**src/design/hgd_pkg.sv**
```systemverilog
// ----------------------------------------------------------------------------
// hgd_pkg
// Shared types and helpers for the wrapped hex grid distance block.
// ----------------------------------------------------------------------------
package hgd_pkg;

  localparam int unsigned RadiusW = 6;
  localparam int unsigned InW     = 9;
  localparam int unsigned OutW    = 10;
  localparam int unsigned DistW   = 11;
  localparam int unsigned WideW   = 12;
  localparam int unsigned NumCand = 7;   // B itself plus six mirror images
  localparam int unsigned NumOff  = 6;

  localparam logic [RadiusW-1:0] RadiusRst = 6'd24;
  localparam logic [OutW-1:0]    DistSat   = 10'h3FF;

  typedef struct packed {
    logic signed [8:0] x;
    logic signed [8:0] y;
    logic signed [8:0] z;
  } offset_t;

  // Classified item handed from the front to the back
  typedef struct packed {
    logic signed [InW-1:0]  ax;
    logic signed [InW-1:0]  ay;
    logic signed [DistW-1:0] az;
    logic signed [OutW-1:0] dx;
    logic signed [OutW-1:0] dy;
    logic signed [DistW-1:0] dz;
    logic signed [InW-1:0]  bq;
    logic signed [InW-1:0]  br;
    logic                   outside;
  } front_item_t;

  // Result of the distance stage
  typedef struct packed {
    logic [NumCand-1:0][DistW-1:0] cand_d;
    logic [NumOff-1:0]             hit;
    logic signed [InW-1:0]         ax;
    logic signed [InW-1:0]         ay;
    logic signed [InW-1:0]         bq;
    logic signed [InW-1:0]         br;
    logic                          outside;
  } dist_item_t;

  // Offset of candidate k: zero for k == 0, mirror offset M(k-1) for k = 1..6
  function automatic offset_t hgd_offset(input logic [RadiusW-1:0] n,
                                         input logic [2:0] k);
    offset_t o;
    logic signed [8:0] a;
    logic signed [8:0] b;
    logic signed [8:0] c;
    a = $signed({3'b000, n});
    b = a + 9'sd1;
    c = (a <<< 1) + 9'sd1;
    unique case (k)
      3'd1: begin
        o.x = c;  o.y = -b; o.z = -a;
      end
      3'd2: begin
        o.x = a;  o.y = -c; o.z = b;
      end
      3'd3: begin
        o.x = -b; o.y = -a; o.z = c;
      end
      3'd4: begin
        o.x = -c; o.y = b;  o.z = a;
      end
      3'd5: begin
        o.x = -a; o.y = c;  o.z = -b;
      end
      3'd6: begin
        o.x = b;  o.y = a;  o.z = -c;
      end
      default: begin
        o.x = '0; o.y = '0; o.z = '0;
      end
    endcase
    return o;
  endfunction

  // Cube distance of a difference vector: largest absolute coordinate
  function automatic logic [DistW-1:0] hgd_cheb(input logic signed [WideW-1:0] x,
                                                input logic signed [WideW-1:0] y,
                                                input logic signed [WideW-1:0] z);
    logic [WideW-1:0] ux;
    logic [WideW-1:0] uy;
    logic [WideW-1:0] uz;
    logic [WideW-1:0] m;
    ux = x[WideW-1] ? WideW'(-x) : WideW'(x);
    uy = y[WideW-1] ? WideW'(-y) : WideW'(y);
    uz = z[WideW-1] ? WideW'(-z) : WideW'(z);
    m  = (ux > uy) ? ux : uy;
    m  = (m > uz) ? m : uz;
    return m[DistW-1:0];
  endfunction

endpackage

```
**src/design/wrapped_hex_grid_distance.sv**
```systemverilog
// ----------------------------------------------------------------------------
// wrapped_hex_grid_distance
// Takes one pair of axial points per cycle while in_stall is low and presents
// the wraparound hex distance on a grid of radius cfg_grid_radius, the mirror
// image of the second point nearest the first, and the first point folded
// back into the central hexagon. Sustained rate is one transaction per cycle
// when nothing stalls: the front register, the queue, the distance
// stage and the output register each pass one item per clock. A
// queue of QUEUE_DEPTH entries (at least 2) decouples the front from the
// back so either side can stall without bubbles. Write the radius only while
// no transaction is in flight; cfg_ready is always high.
// ----------------------------------------------------------------------------
module wrapped_hex_grid_distance #(
  parameter int unsigned QUEUE_DEPTH = 2
) (
  input  logic                              clk,
  input  logic                              rst_n,
  input  logic                              cfg_valid,
  output logic                              cfg_ready,
  input  logic [hgd_pkg::RadiusW-1:0]       cfg_grid_radius,
  input  logic                              in_valid,
  output logic                              in_stall,
  input  logic signed [hgd_pkg::InW-1:0]    in_ref_q,
  input  logic signed [hgd_pkg::InW-1:0]    in_ref_r,
  input  logic signed [hgd_pkg::InW-1:0]    in_other_q,
  input  logic signed [hgd_pkg::InW-1:0]    in_other_r,
  output logic                              out_valid,
  input  logic                              out_stall,
  output logic [hgd_pkg::OutW-1:0]          out_wrapped_distance,
  output logic signed [hgd_pkg::OutW-1:0]   out_near_q,
  output logic signed [hgd_pkg::OutW-1:0]   out_near_r,
  output logic signed [hgd_pkg::OutW-1:0]   out_home_q,
  output logic signed [hgd_pkg::OutW-1:0]   out_home_r,
  output logic                              out_was_outside
);

  logic [hgd_pkg::RadiusW-1:0] radius_r;
  logic [hgd_pkg::RadiusW-1:0] radius_nxt;

  logic                 push_valid;
  logic                 push_ready;
  hgd_pkg::front_item_t push_item;
  logic                 pop_valid;
  logic                 pop_ready;
  hgd_pkg::front_item_t pop_item;

  assign cfg_ready  = 1'b1;
  assign radius_nxt = (cfg_valid && cfg_ready) ? cfg_grid_radius : radius_r;

  always_ff @(posedge clk) begin
    if (!rst_n) begin
      radius_r <= hgd_pkg::RadiusRst;
    end else begin
      radius_r <= radius_nxt;
    end
  end

  hgd_front u_front (
    .clk         (clk),
    .rst_n       (rst_n),
    .grid_radius (radius_r),
    .in_valid    (in_valid),
    .in_stall    (in_stall),
    .in_ref_q    (in_ref_q),
    .in_ref_r    (in_ref_r),
    .in_other_q  (in_other_q),
    .in_other_r  (in_other_r),
    .push_valid  (push_valid),
    .push_ready  (push_ready),
    .push_item   (push_item)
  );

  hgd_queue #(
    .DEPTH (QUEUE_DEPTH)
  ) u_queue (
    .clk        (clk),
    .rst_n      (rst_n),
    .push_valid (push_valid),
    .push_ready (push_ready),
    .push_item  (push_item),
    .pop_valid  (pop_valid),
    .pop_ready  (pop_ready),
    .pop_item   (pop_item)
  );

  hgd_back u_back (
    .clk                  (clk),
    .rst_n                (rst_n),
    .grid_radius          (radius_r),
    .pop_valid            (pop_valid),
    .pop_ready            (pop_ready),
    .pop_item             (pop_item),
    .out_valid            (out_valid),
    .out_stall            (out_stall),
    .out_wrapped_distance (out_wrapped_distance),
    .out_near_q           (out_near_q),
    .out_near_r           (out_near_r),
    .out_home_q           (out_home_q),
    .out_home_r           (out_home_r),
    .out_was_outside      (out_was_outside)
  );

endmodule

```
**src/design/hgd_front.sv**
```systemverilog
// ----------------------------------------------------------------------------
// hgd_front
// Accepts a point pair, forms cube coordinates and the B - A difference,
// and flags whether A lies outside the central hexagon.
// ----------------------------------------------------------------------------
module hgd_front (
  input  logic                           clk,
  input  logic                           rst_n,
  input  logic [hgd_pkg::RadiusW-1:0]    grid_radius,
  input  logic                           in_valid,
  output logic                           in_stall,
  input  logic signed [hgd_pkg::InW-1:0] in_ref_q,
  input  logic signed [hgd_pkg::InW-1:0] in_ref_r,
  input  logic signed [hgd_pkg::InW-1:0] in_other_q,
  input  logic signed [hgd_pkg::InW-1:0] in_other_r,
  output logic                           push_valid,
  input  logic                           push_ready,
  output hgd_pkg::front_item_t           push_item
);

  logic                 f_v_r;
  logic                 f_v_nxt;
  hgd_pkg::front_item_t item_r;
  hgd_pkg::front_item_t item_nxt;
  logic                 f_adv;

  assign f_adv    = !f_v_r || push_ready;
  assign in_stall = !f_adv;
  assign f_v_nxt  = f_adv ? in_valid : 1'b1;

  always_comb begin
    logic signed [hgd_pkg::DistW-1:0] az;
    logic signed [hgd_pkg::OutW-1:0]  dx;
    logic signed [hgd_pkg::OutW-1:0]  dy;
    logic [hgd_pkg::DistW-1:0]        da;
    // -q-r reaches +512, one bit beyond the 10-bit signed range
    az = -hgd_pkg::DistW'(in_ref_q) - hgd_pkg::DistW'(in_ref_r);
    dx = hgd_pkg::OutW'(in_other_q) - hgd_pkg::OutW'(in_ref_q);
    dy = hgd_pkg::OutW'(in_other_r) - hgd_pkg::OutW'(in_ref_r);
    da = hgd_pkg::hgd_cheb(hgd_pkg::WideW'(in_ref_q), hgd_pkg::WideW'(in_ref_r),
                           hgd_pkg::WideW'(az));
    item_nxt.ax      = in_ref_q;
    item_nxt.ay      = in_ref_r;
    item_nxt.az      = az;
    item_nxt.dx      = dx;
    item_nxt.dy      = dy;
    item_nxt.dz      = -hgd_pkg::DistW'(dx) - hgd_pkg::DistW'(dy);
    item_nxt.bq      = in_other_q;
    item_nxt.br      = in_other_r;
    item_nxt.outside = da > {5'b00000, grid_radius};
  end

  always_ff @(posedge clk) begin
    if (!rst_n) begin
      f_v_r <= 1'b0;
    end else begin
      f_v_r <= f_v_nxt;
    end
  end

  always_ff @(posedge clk) begin
    if (in_valid && f_adv) begin
      item_r <= item_nxt;
    end
  end

  assign push_valid = f_v_r;
  assign push_item  = item_r;

endmodule

```
**src/design/hgd_queue.sv**
```systemverilog
// ----------------------------------------------------------------------------
// hgd_queue
// Short register queue between the front and the back.
// ----------------------------------------------------------------------------
module hgd_queue #(
  parameter int unsigned DEPTH = 2
) (
  input  logic                 clk,
  input  logic                 rst_n,
  input  logic                 push_valid,
  output logic                 push_ready,
  input  hgd_pkg::front_item_t push_item,
  output logic                 pop_valid,
  input  logic                 pop_ready,
  output hgd_pkg::front_item_t pop_item
);

  localparam int unsigned AW = $clog2(DEPTH);
  localparam int unsigned CW = $clog2(DEPTH + 1);

  hgd_pkg::front_item_t slot_r [DEPTH];
  logic [AW-1:0] wr_ptr_r;
  logic [AW-1:0] wr_ptr_nxt;
  logic [AW-1:0] rd_ptr_r;
  logic [AW-1:0] rd_ptr_nxt;
  logic [CW-1:0] count_r;
  logic [CW-1:0] count_nxt;
  logic          do_push;
  logic          do_pop;

  assign push_ready = count_r != CW'(DEPTH);
  assign pop_valid  = count_r != '0;
  assign do_push    = push_valid && push_ready;
  assign do_pop     = pop_valid && pop_ready;
  assign pop_item   = slot_r[rd_ptr_r];

  always_comb begin
    wr_ptr_nxt = wr_ptr_r;
    rd_ptr_nxt = rd_ptr_r;
    count_nxt  = count_r;
    if (do_push) begin
      wr_ptr_nxt = (wr_ptr_r == AW'(DEPTH - 1)) ? '0 : wr_ptr_r + AW'(1);
    end
    if (do_pop) begin
      rd_ptr_nxt = (rd_ptr_r == AW'(DEPTH - 1)) ? '0 : rd_ptr_r + AW'(1);
    end
    if (do_push && !do_pop) begin
      count_nxt = count_r + CW'(1);
    end else if (do_pop && !do_push) begin
      count_nxt = count_r - CW'(1);
    end
  end

  always_ff @(posedge clk) begin
    if (!rst_n) begin
      wr_ptr_r <= '0;
      rd_ptr_r <= '0;
      count_r  <= '0;
    end else begin
      wr_ptr_r <= wr_ptr_nxt;
      rd_ptr_r <= rd_ptr_nxt;
      count_r  <= count_nxt;
    end
  end

  always_ff @(posedge clk) begin
    if (do_push) begin
      slot_r[wr_ptr_r] <= push_item;
    end
  end

endmodule

```
**src/design/hgd_back.sv**
```systemverilog
// ----------------------------------------------------------------------------
// hgd_back
// Distance stage (seven candidate distances, six recentering tests) followed
// by selection into the output register.
// ----------------------------------------------------------------------------
module hgd_back (
  input  logic                              clk,
  input  logic                              rst_n,
  input  logic [hgd_pkg::RadiusW-1:0]       grid_radius,
  input  logic                              pop_valid,
  output logic                              pop_ready,
  input  hgd_pkg::front_item_t              pop_item,
  output logic                              out_valid,
  input  logic                              out_stall,
  output logic [hgd_pkg::OutW-1:0]          out_wrapped_distance,
  output logic signed [hgd_pkg::OutW-1:0]   out_near_q,
  output logic signed [hgd_pkg::OutW-1:0]   out_near_r,
  output logic signed [hgd_pkg::OutW-1:0]   out_home_q,
  output logic signed [hgd_pkg::OutW-1:0]   out_home_r,
  output logic                              out_was_outside
);

  logic                s1_v_r;
  logic                s1_v_nxt;
  hgd_pkg::dist_item_t s1_r;
  hgd_pkg::dist_item_t s1_nxt;
  logic                s1_adv;

  logic                            o_v_r;
  logic                            o_v_nxt;
  logic                            o_adv;
  logic [hgd_pkg::OutW-1:0]        dist_r;
  logic [hgd_pkg::OutW-1:0]        dist_nxt;
  logic signed [hgd_pkg::OutW-1:0] near_q_r;
  logic signed [hgd_pkg::OutW-1:0] near_q_nxt;
  logic signed [hgd_pkg::OutW-1:0] near_r_r;
  logic signed [hgd_pkg::OutW-1:0] near_r_nxt;
  logic signed [hgd_pkg::OutW-1:0] home_q_r;
  logic signed [hgd_pkg::OutW-1:0] home_q_nxt;
  logic signed [hgd_pkg::OutW-1:0] home_r_r;
  logic signed [hgd_pkg::OutW-1:0] home_r_nxt;
  logic                            moved_r;
  logic                            moved_nxt;

  assign o_adv     = !o_v_r || !out_stall;
  assign s1_adv    = !s1_v_r || o_adv;
  assign pop_ready = s1_adv;
  assign s1_v_nxt  = s1_adv ? pop_valid : 1'b1;
  assign o_v_nxt   = o_adv ? s1_v_r : 1'b1;

  // Distance stage
  always_comb begin
    hgd_pkg::offset_t                   off;
    logic signed [hgd_pkg::WideW-1:0]   cx;
    logic signed [hgd_pkg::WideW-1:0]   cy;
    logic signed [hgd_pkg::WideW-1:0]   cz;
    for (int k = 0; k < hgd_pkg::NumCand; k++) begin
      off = hgd_pkg::hgd_offset(grid_radius, 3'(k));
      cx  = hgd_pkg::WideW'(pop_item.dx) + hgd_pkg::WideW'(off.x);
      cy  = hgd_pkg::WideW'(pop_item.dy) + hgd_pkg::WideW'(off.y);
      cz  = hgd_pkg::WideW'(pop_item.dz) + hgd_pkg::WideW'(off.z);
      s1_nxt.cand_d[k] = hgd_pkg::hgd_cheb(cx, cy, cz);
    end
    for (int j = 0; j < hgd_pkg::NumOff; j++) begin
      off = hgd_pkg::hgd_offset(grid_radius, 3'(j + 1));
      cx  = hgd_pkg::WideW'(pop_item.ax) - hgd_pkg::WideW'(off.x);
      cy  = hgd_pkg::WideW'(pop_item.ay) - hgd_pkg::WideW'(off.y);
      cz  = hgd_pkg::WideW'(pop_item.az) - hgd_pkg::WideW'(off.z);
      s1_nxt.hit[j] = hgd_pkg::hgd_cheb(cx, cy, cz) <= {5'b00000, grid_radius};
    end
    s1_nxt.ax      = pop_item.ax;
    s1_nxt.ay      = pop_item.ay;
    s1_nxt.bq      = pop_item.bq;
    s1_nxt.br      = pop_item.br;
    s1_nxt.outside = pop_item.outside;
  end

  // Selection: strict less keeps the earlier candidate on a tie;
  // recentering takes the first offset in range
  always_comb begin
    logic [hgd_pkg::DistW-1:0] best_d;
    logic [2:0]                best_k;
    logic [2:0]                home_k;
    logic                      found;
    hgd_pkg::offset_t          noff;
    hgd_pkg::offset_t          hoff;
    best_d = s1_r.cand_d[0];
    best_k = '0;
    for (int k = 1; k < hgd_pkg::NumCand; k++) begin
      if (s1_r.cand_d[k] < best_d) begin
        best_d = s1_r.cand_d[k];
        best_k = 3'(k);
      end
    end
    found  = 1'b0;
    home_k = '0;
    for (int j = 0; j < hgd_pkg::NumOff; j++) begin
      if (!found && s1_r.hit[j]) begin
        found  = 1'b1;
        home_k = 3'(j + 1);
      end
    end
    moved_nxt = s1_r.outside && found;
    noff = hgd_pkg::hgd_offset(grid_radius, best_k);
    hoff = hgd_pkg::hgd_offset(grid_radius, moved_nxt ? home_k : 3'd0);
    dist_nxt   = best_d[hgd_pkg::DistW-1] ? hgd_pkg::DistSat : best_d[hgd_pkg::OutW-1:0];
    near_q_nxt = hgd_pkg::OutW'(s1_r.bq) + hgd_pkg::OutW'(noff.x);
    near_r_nxt = hgd_pkg::OutW'(s1_r.br) + hgd_pkg::OutW'(noff.y);
    home_q_nxt = hgd_pkg::OutW'(s1_r.ax) - hgd_pkg::OutW'(hoff.x);
    home_r_nxt = hgd_pkg::OutW'(s1_r.ay) - hgd_pkg::OutW'(hoff.y);
  end

  always_ff @(posedge clk) begin
    if (!rst_n) begin
      s1_v_r <= 1'b0;
      o_v_r  <= 1'b0;
    end else begin
      s1_v_r <= s1_v_nxt;
      o_v_r  <= o_v_nxt;
    end
  end

  always_ff @(posedge clk) begin
    if (pop_valid && s1_adv) begin
      s1_r <= s1_nxt;
    end
    if (s1_v_r && o_adv) begin
      dist_r   <= dist_nxt;
      near_q_r <= near_q_nxt;
      near_r_r <= near_r_nxt;
      home_q_r <= home_q_nxt;
      home_r_r <= home_r_nxt;
      moved_r  <= moved_nxt;
    end
  end

  assign out_valid            = o_v_r;
  assign out_wrapped_distance = dist_r;
  assign out_near_q           = near_q_r;
  assign out_near_r           = near_r_r;
  assign out_home_q           = home_q_r;
  assign out_home_r           = home_r_r;
  assign out_was_outside      = moved_r;

endmodule
```
**config.mk**
```make
export PLATFORM = sky130hd
export DESIGN_NAME = wrapped_hex_grid_distance
export DESIGN_NICKNAME = d
export VERILOG_FILES = /design/src/design/hgd_pkg.sv /design/src/design/wrapped_hex_grid_distance.sv /design/src/design/hgd_front.sv /design/src/design/hgd_queue.sv /design/src/design/hgd_back.sv
export SDC_FILE = /design/constraint.sdc
export NUM_CORES = 2
export LEC_CHECK = 0
export ABC_CLOCK_PERIOD_IN_PS = 16379
export BUFFER_PORTS_ARGS = -buffer_cell sky130_fd_sc_hd__buf_2
export CELL_PAD_IN_SITES_DETAIL_PLACEMENT = 0
export CELL_PAD_IN_SITES_GLOBAL_PLACEMENT = 1
export CORE_UTILIZATION = 52
export CTS_BUF_LIST = sky130_fd_sc_hd__clkbuf_4
export CTS_CLUSTER_DIAMETER = 50
export DETAILED_ROUTE_END_ITERATION = 16
export HOLD_SLACK_MARGIN = 0.03
export PLACE_DENSITY_LB_ADDON = 0.1
export SLEW_MARGIN = 0
export SYNTH_ARGS = -nofsm -noshare
export SYNTH_HDL_FRONTEND = slang
export SYNTH_SLANG_ARGS = --single-unit
```
**constraint.sdc**
```tcl
create_clock -name clk -period 16.38 [get_ports clk]
set_clock_uncertainty 0.2 [all_clocks]
set_input_delay 2.457 -clock clk [delete_from_list [all_inputs] [get_ports clk]]
set_output_delay 2.457 -clock clk [all_outputs]
set_load 0.005 [all_outputs]
```
# == After elaboration in Yosys (flattened, before gate mapping) ==
# Memories as Yosys holds them, arrays and structs flattened. A register that Yosys moved wholly into a read port is not among the register bits.
# Cells that the tools add are included.
# totals
regBits,263
mem_bits_rw,158
in_bits,47
out_inout_bits,54
wordCells,324
n_memories,1
# mem_list
memory,depth,width,read_ports,rd_ports_with_merged_regs,write_ports,line,text
u_queue.slot_r,2,79,1,1,1,hgd_queue.sv:21,hgd_pkg::front_item_t slot_r [DEPTH];
# classes
addsub,97
order_cmp,41
eq_ne,13
mux,108
n_reduce_logical,29
# op_table
op,n
$mux W12,56
$neg A12 Y12,36
$gt A12 B12 Y1,28
$pmux W27 S6,2
$mux W11,20
$sub A9 B9 Y10,12
$add A10 B9 Y11,8
$le A11 B6 Y1,6
$lt A11 B11 Y1,6
$add A11 B9 Y12,4
$sub A11 B9 Y12,4
$mux W3,11
$neg A10 Y12,2
$neg A11 Y12,2
$neg A9 Y12,2
$add A10 B7 Y11,2
$add A10 B8 Y11,2
$add A9 B9 Y10,2
$sub A9 B7 Y10,2
$sub A9 B8 Y10,2
$eq A3 B3 Y1 const B,6
$mux W1,17
$add A11 B7 Y12,1
$add A11 B8 Y12,1
other kinds (23),54

# == Longest topological paths before layout ==
# depth
word_depth,21
ltp_mapped,78
mapped_depth_nobuf,69

# == Hierarchy ==
# Synthesis repeated with hierarchy kept, for this count alone.
# hier_totals
hier_cells,5823
area_unflattened_um2,51838.5
# modules_own_cells
mod,n_inst,cells_each,area_per_inst_um2,seq_area_each_um2
hgd_back,1,5043,40137.2,5175.0
hgd_queue,1,270,5978.2,4844.6
hgd_front,1,489,5487.8,2392.3
wrapped_hex_grid_distance,1,21,235.2,120.1

# == Worst setup path before layout ==
# No wires, ideal clock.
# synth_timing
path_kind,register to register
startpoint,reg u_back.s1_r[59] (netlist name)
endpoint,reg u_back.near_q_r (netlist bit u_back.out_near_q[8]) (data pin)
setup_time_ns,0.258
t_arrival_ns,13.490
t_required_ns,15.922
setup_slack_ns,2.433
stages_incl_launch_ff,75
n_path_buf,9
period_less_slack_ns,13.947
cell_sequence,edfxtp_1 > ha_1 > nand2_1 > o21ai_0 > nand2b_1 > buf_1 > nand2_1 > clkbuf_1 > mux2i_1 > ha_1 > nand2_1 > nor2_1 > nand2_1 > a311o_1 > o21a_1 > o21ai_1 > buf_2 > nor2_1 > (+39 left out) > a21oi_1 > nor2b_1 > o21ai_0 > nand2_1 > a31o_2 > and4_1 > buf_2 > a31oi_1 > o211ai_1 > ha_1 > fa_1 > a21o_1 > a21oi_1 > o21bai_1 > a21oi_1 > o21bai_1 > a21oi_1 > xnor2_1
# synth_between
elab_chain_len,15
word_cells_on_any_way,25
cone_classes,add/sub: 1; order compare: 6; eq/ne: 6; mux: 12
# synth_rtl
element,line,text
"start, declared",hgd_back.sv:25,hgd_pkg::dist_item_t s1_r;
"start signal, assigned",hgd_back.sv:125,s1_r <= s1_nxt;
$lt A11 B11 Y1,hgd_back.sv:90,if (s1_r.cand_d[k] < best_d) begin
$mux W11,hgd_back.sv:90,
$lt A11 B11 Y1,hgd_back.sv:90,
$mux W11,hgd_back.sv:90,
$lt A11 B11 Y1,hgd_back.sv:90,
$mux W11,hgd_back.sv:90,
$lt A11 B11 Y1,hgd_back.sv:90,
$mux W11,hgd_back.sv:90,
$lt A11 B11 Y1,hgd_back.sv:90,
$mux W11,hgd_back.sv:90,
$lt A11 B11 Y1,hgd_back.sv:90,
$mux W3 (*),hgd_back.sv:90,
$eq A3 B3 Y1 (tied with other cells),hgd_pkg.sv:58,unique case (k)
$pmux W27 S6 (*),hgd_pkg.sv:58,
$add A9 B9 Y10 (*),hgd_back.sv:107,near_q_nxt = hgd_pkg::OutW'(s1_r.bq) + hgd_pkg::OutW'(noff.x);
"net u_back.near_q_nxt, one bit",hgd_back.sv:35,logic signed [hgd_pkg::OutW-1:0] near_q_nxt;
"end signal, assigned",hgd_back.sv:129,near_q_r <= near_q_nxt;
"end, declared",hgd_back.sv:34,logic signed [hgd_pkg::OutW-1:0] near_q_r;
# The timed path passes the listed nets; every way through them passes the cells marked *.
# A chain may end at the register's enable or synchronous reset.

# == Worst setup path in the final report ==
# layout_timing
startpoint,reg u_back.s1_r[52] (netlist name)
endpoint,reg u_back.near_q_r (netlist bit u_back.out_near_q[8]) (data pin)
# The elaborated chain is that of the path after synthesis.

==> impl_summary.log <==
INFO  metric achievable-frequency = ~66 MHz
INFO  metric number_of_synthesized_register_bits = ~420
INFO  metric cp_data_arrival_time = roughly 16 ns
INFO  metric report.final.slew_viol_count = 0
INFO  metric die_height = 317 um
INFO  metric antenna_left = 0
INFO  metric slew_headroom = 19.7%
INFO  metric drt_drc_violations_left = 0
INFO  metric areaGrowthSynthToFinish = 8.12%
INFO  metric start_kind = flip-flop
INFO  metric final_hold_viol_count = 0
INFO  metric wire_length_of_the_first_global_routing_pass = 259,000 um
INFO  metric final.setup.tns = 0 ns
INFO  metric final_layout_size_suffix_gt1_share = 8.87%
INFO  metric final_estimated_routing_congestion_in_global_placement = around 0.98
INFO  metric criticalPathCategory = flip-flop to flip-flop
INFO  metric place_hpwl = 140,000 um
INFO  metric syn-mean-instance-area = slightly below 9 um2
INFO  metric route.detailed.vias_per_inst = between 6 and 7
INFO  metric hold_slack = 0.231 ns
INFO  metric globalRouteOverflowTotal = 0
INFO  metric finalWirelength = 178,000 um
INFO  metric cts.reportedPaths.clkPinSlew = 0.07 ns
INFO  metric ctsRootBufferMaster = sky130_fd_sc_hd__clkbuf_4
INFO  metric worstPathRequired = between 15 and 20 ns
INFO  metric number_of_synthesized_flops_with_an_enable_pin = 408
INFO  metric netlist-cell-type-count = around 110
INFO  metric clockBufferDepth = 3
INFO  metric fin_ws = 1.16 ns
INFO  metric async_flop_share = 0%
INFO  metric hold_crit_path_type = flip-flop to flip-flop
INFO  metric final.min_clock_period = ~15 ns
INFO  metric synth_sequential_area_ratio = between 20 and 25%
INFO  metric number_of_buffers_and_inverters_on_the_critical_path = 5
INFO  metric die_width = 317 um
INFO  metric std_cell_rows = 115
INFO  metric dr_total_vias = 45,535
INFO  metric coreArea = 98,400 um2
INFO  metric fin_crit_sh = between 90 and 100%
INFO  metric critical_path_peak_fanout = 45
INFO  metric grt_antenna_before_repair = 16
INFO  metric number_of_drc_markers_in_iteration_0 = 4,181
INFO  metric io_buffers = 99
INFO  metric htree_levels = 3
INFO  metric area.sequential = 12,500 um2
INFO  metric post_synthesis_cell_count = 5,885
INFO  metric sink_count_of_the_clock_tree = roughly 420
INFO  metric multi_input_comb_area = between 30,000 and 40,000 um2
INFO  metric worst_pin_slew = 1.19 ns
INFO  metric postSynth.topFlopCell = sky130_fd_sc_hd__edfxtp_1
INFO  metric post_cts_buffers = 0
INFO  metric critical-path-slowest-cell = sky130_fd_sc_hd__a211oi_4
INFO  metric cts_tree = done
INFO  metric grt_max_degree = 76
INFO  metric groute.usage.overall = 34.7%
INFO  metric fillerInstances = 9,117
INFO  metric floorplan.initialDensity = roughly 52%
INFO  metric drt_pass1_iterations = 6
INFO  metric dp_worst_setup_slack = between 0.4 and 0.5 ns
INFO  metric result_of_the_run = finished clean
INFO  metric cap_viol_max_count = 0
INFO  metric clock_insertion_delay_worst_skew = 0.99 ns
INFO  metric post_drt_wl_per_cell = around 24 um
INFO  metric critical_path.max_stage_delay = 0.53 ns
INFO  metric synth.yosys.warnings = 0
INFO  metric cts_inserted_buffers = ~110
INFO  metric io-pin-count = 101
INFO  metric die-area = 101,000 um2
INFO  metric rsz0062_at_grt = false
INFO  metric finalSetupViolCount = 0
INFO  metric cp_top_family = compound AO/OA/AOI/OAI gates
INFO  metric critPathCaptureType = flip-flop
INFO  metric mappedNetlistArea = 51,600 um2
INFO  metric num-nets-final = approximately 7,100
INFO  metric number_of_global_route_vias_before_repair = around 42,000
## through the flow
step                std cells  utilization, %  instance area [um2]
finish                   7535            56.7                55800
global route             7533            56.7                55800
CTS                      7531            56.7                55800
detailed placement       7334            55.2                54400
global placement         7334            55.2                54400
floorplan                5985               -                52000
## kinds of logic after synthesis
group | Yosys count | synth area share, %
AO/OA/AOI/OAI | 1545 | 19.2
XOR/XNOR | 585 | 9.92
adder cells (fa/ha/maj) | 860 | 21.5
buffers and inverters | 648 | 4.85
flip-flops | 422 | 24.3
multiplexers | 271 | 5.54
other | 2 | 0.0145
AND/OR/NAND/NOR | 1552 | 14.8
## state kept, by name, indices dropped and copies added (netlist names), named ones only
name / cells
u_queue.slot_r: 158
u_back.s1_r: 120
u_front.push_item: 79
u_back.out_home_q: 10
u_back.out_home_r: 10
u_back.out_near_q: 10
u_back.out_near_r: 10
u_back.out_wrapped_distance: 10
radius_r: 6
u_queue.count_r: 2
u_back.out_valid: 1
u_back.out_was_outside: 1
u_back.s1_v_r: 1
u_front.push_valid: 1
u_queue.rd_ptr_r: 1
u_queue.wr_ptr_r: 1
## worst reg2reg max path: cells and delay by family (launching register included)
family,cells,cell delay [ns]
muxes,3,0.94
AOI/OAI and AO/OA,31,6.66
adders and majority gates,8,2.38
DFF,1,0.36
and+or+nand+nor,19,3.58
xor gates and xnor gates,1,0.09
buffers and inverters,5,0.77
## Yosys cell counts (89+ instances only)
library cell,instances,area share [%]
sky130_fd_sc_hd__edfxtp_1,408,24
sky130_fd_sc_hd__nand4_1,102,1.2
sky130_fd_sc_hd__nand2_1,338,2.5
sky130_fd_sc_hd__a21oi_1,438,4.2
sky130_fd_sc_hd__nand3_1,91,0.88
sky130_fd_sc_hd__mux2i_1,174,3.4
sky130_fd_sc_hd__o21ai_0,345,3.3
sky130_fd_sc_hd__a21o_1,236,3.4
sky130_fd_sc_hd__xor2_1,203,3.4
sky130_fd_sc_hd__nor3_1,114,1.1
sky130_fd_sc_hd__nor2_1,454,3.3
sky130_fd_sc_hd__inv_1,510,3.7
sky130_fd_sc_hd__mux2_2,92,2.0
sky130_fd_sc_hd__nor2b_1,116,1.4
sky130_fd_sc_hd__ha_1,816,20
sky130_fd_sc_hd__xnor2_1,382,6.5
sky130_fd_sc_hd__clkbuf_1,89,0.65
## per-layer routing
layer	GRT usage, %	share of wire, %	wire length, um	vias up
li1	-	-	-	21855
met1	49.8	46	81400	21639
met2	51.6	41	73600	1730
met3	7.68	9.6	17100	303
met4	10.5	3.0	5320	8
met5	0	0.036	64	-
## final cells by class
| class | instances | area share, % |
|---|---|---|
| tap | 1287 | 2.88 |
| timing repair buffer | 191 | 2.13 |
| antenna | 4 | 0.0179 |
| clock inverter | 45 | 0.527 |
| inverter | 519 | 3.49 |
| clock buffer | 152 | 2.04 |
| sequential | 422 | 22.5 |
| multi-input combinational | 4915 | 66.4 |
## placed cells by master, fill, tap and decap left out, types with 40 or more instances in the layout
master                       n
sky130_fd_sc_hd__buf_2      99
sky130_fd_sc_hd__conb_1    102
sky130_fd_sc_hd__xnor2_1   380
sky130_fd_sc_hd__o21a_1     58
sky130_fd_sc_hd__mux2_2     92
sky130_fd_sc_hd__ha_1      816
sky130_fd_sc_hd__inv_1     507
sky130_fd_sc_hd__clkbuf_4  152
sky130_fd_sc_hd__nor2b_1   115
sky130_fd_sc_hd__nor2_1    453
sky130_fd_sc_hd__clkinv_1   40
sky130_fd_sc_hd__buf_4      91
sky130_fd_sc_hd__nand2_1   337
sky130_fd_sc_hd__mux2i_1   172
sky130_fd_sc_hd__a21o_1    236
sky130_fd_sc_hd__nand2b_1   82
sky130_fd_sc_hd__o21bai_1   82
sky130_fd_sc_hd__nand3_1    91
sky130_fd_sc_hd__nand4_1   102
sky130_fd_sc_hd__fa_1       44
sky130_fd_sc_hd__edfxtp_1  408
sky130_fd_sc_hd__xor2_1    202
sky130_fd_sc_hd__nor3_1    113
sky130_fd_sc_hd__and3_1     53
sky130_fd_sc_hd__a31oi_1    55
sky130_fd_sc_hd__o21ai_0   344
sky130_fd_sc_hd__a21oi_1   438
## path summary, 6_finish.rpt
check / end / from / slack [ns] / cells after the start
max reg2reg: u_back.out_near_q[8] / u_back.s1_r[52] / 1.16 / 67
min reg2reg: u_queue.slot_r[0][34] / u_front.push_item[34] / 0.23 / 0
min: u_queue.slot_r[0][34] / u_front.push_item[34] / 0.23 / 0
max: u_back.out_near_q[8] / u_back.s1_r[52] / 1.16 / 67
## timing repair
action,in CTS,in global routing
hold buffers,0,0
endpoints found under the hold margin,0,0
gates resized for setup,0,8
setup endpoints to repair,0,11
Power is not shown: default switching activity piles up to over one toggle a cycle in this logic, so the estimate is an artifact.
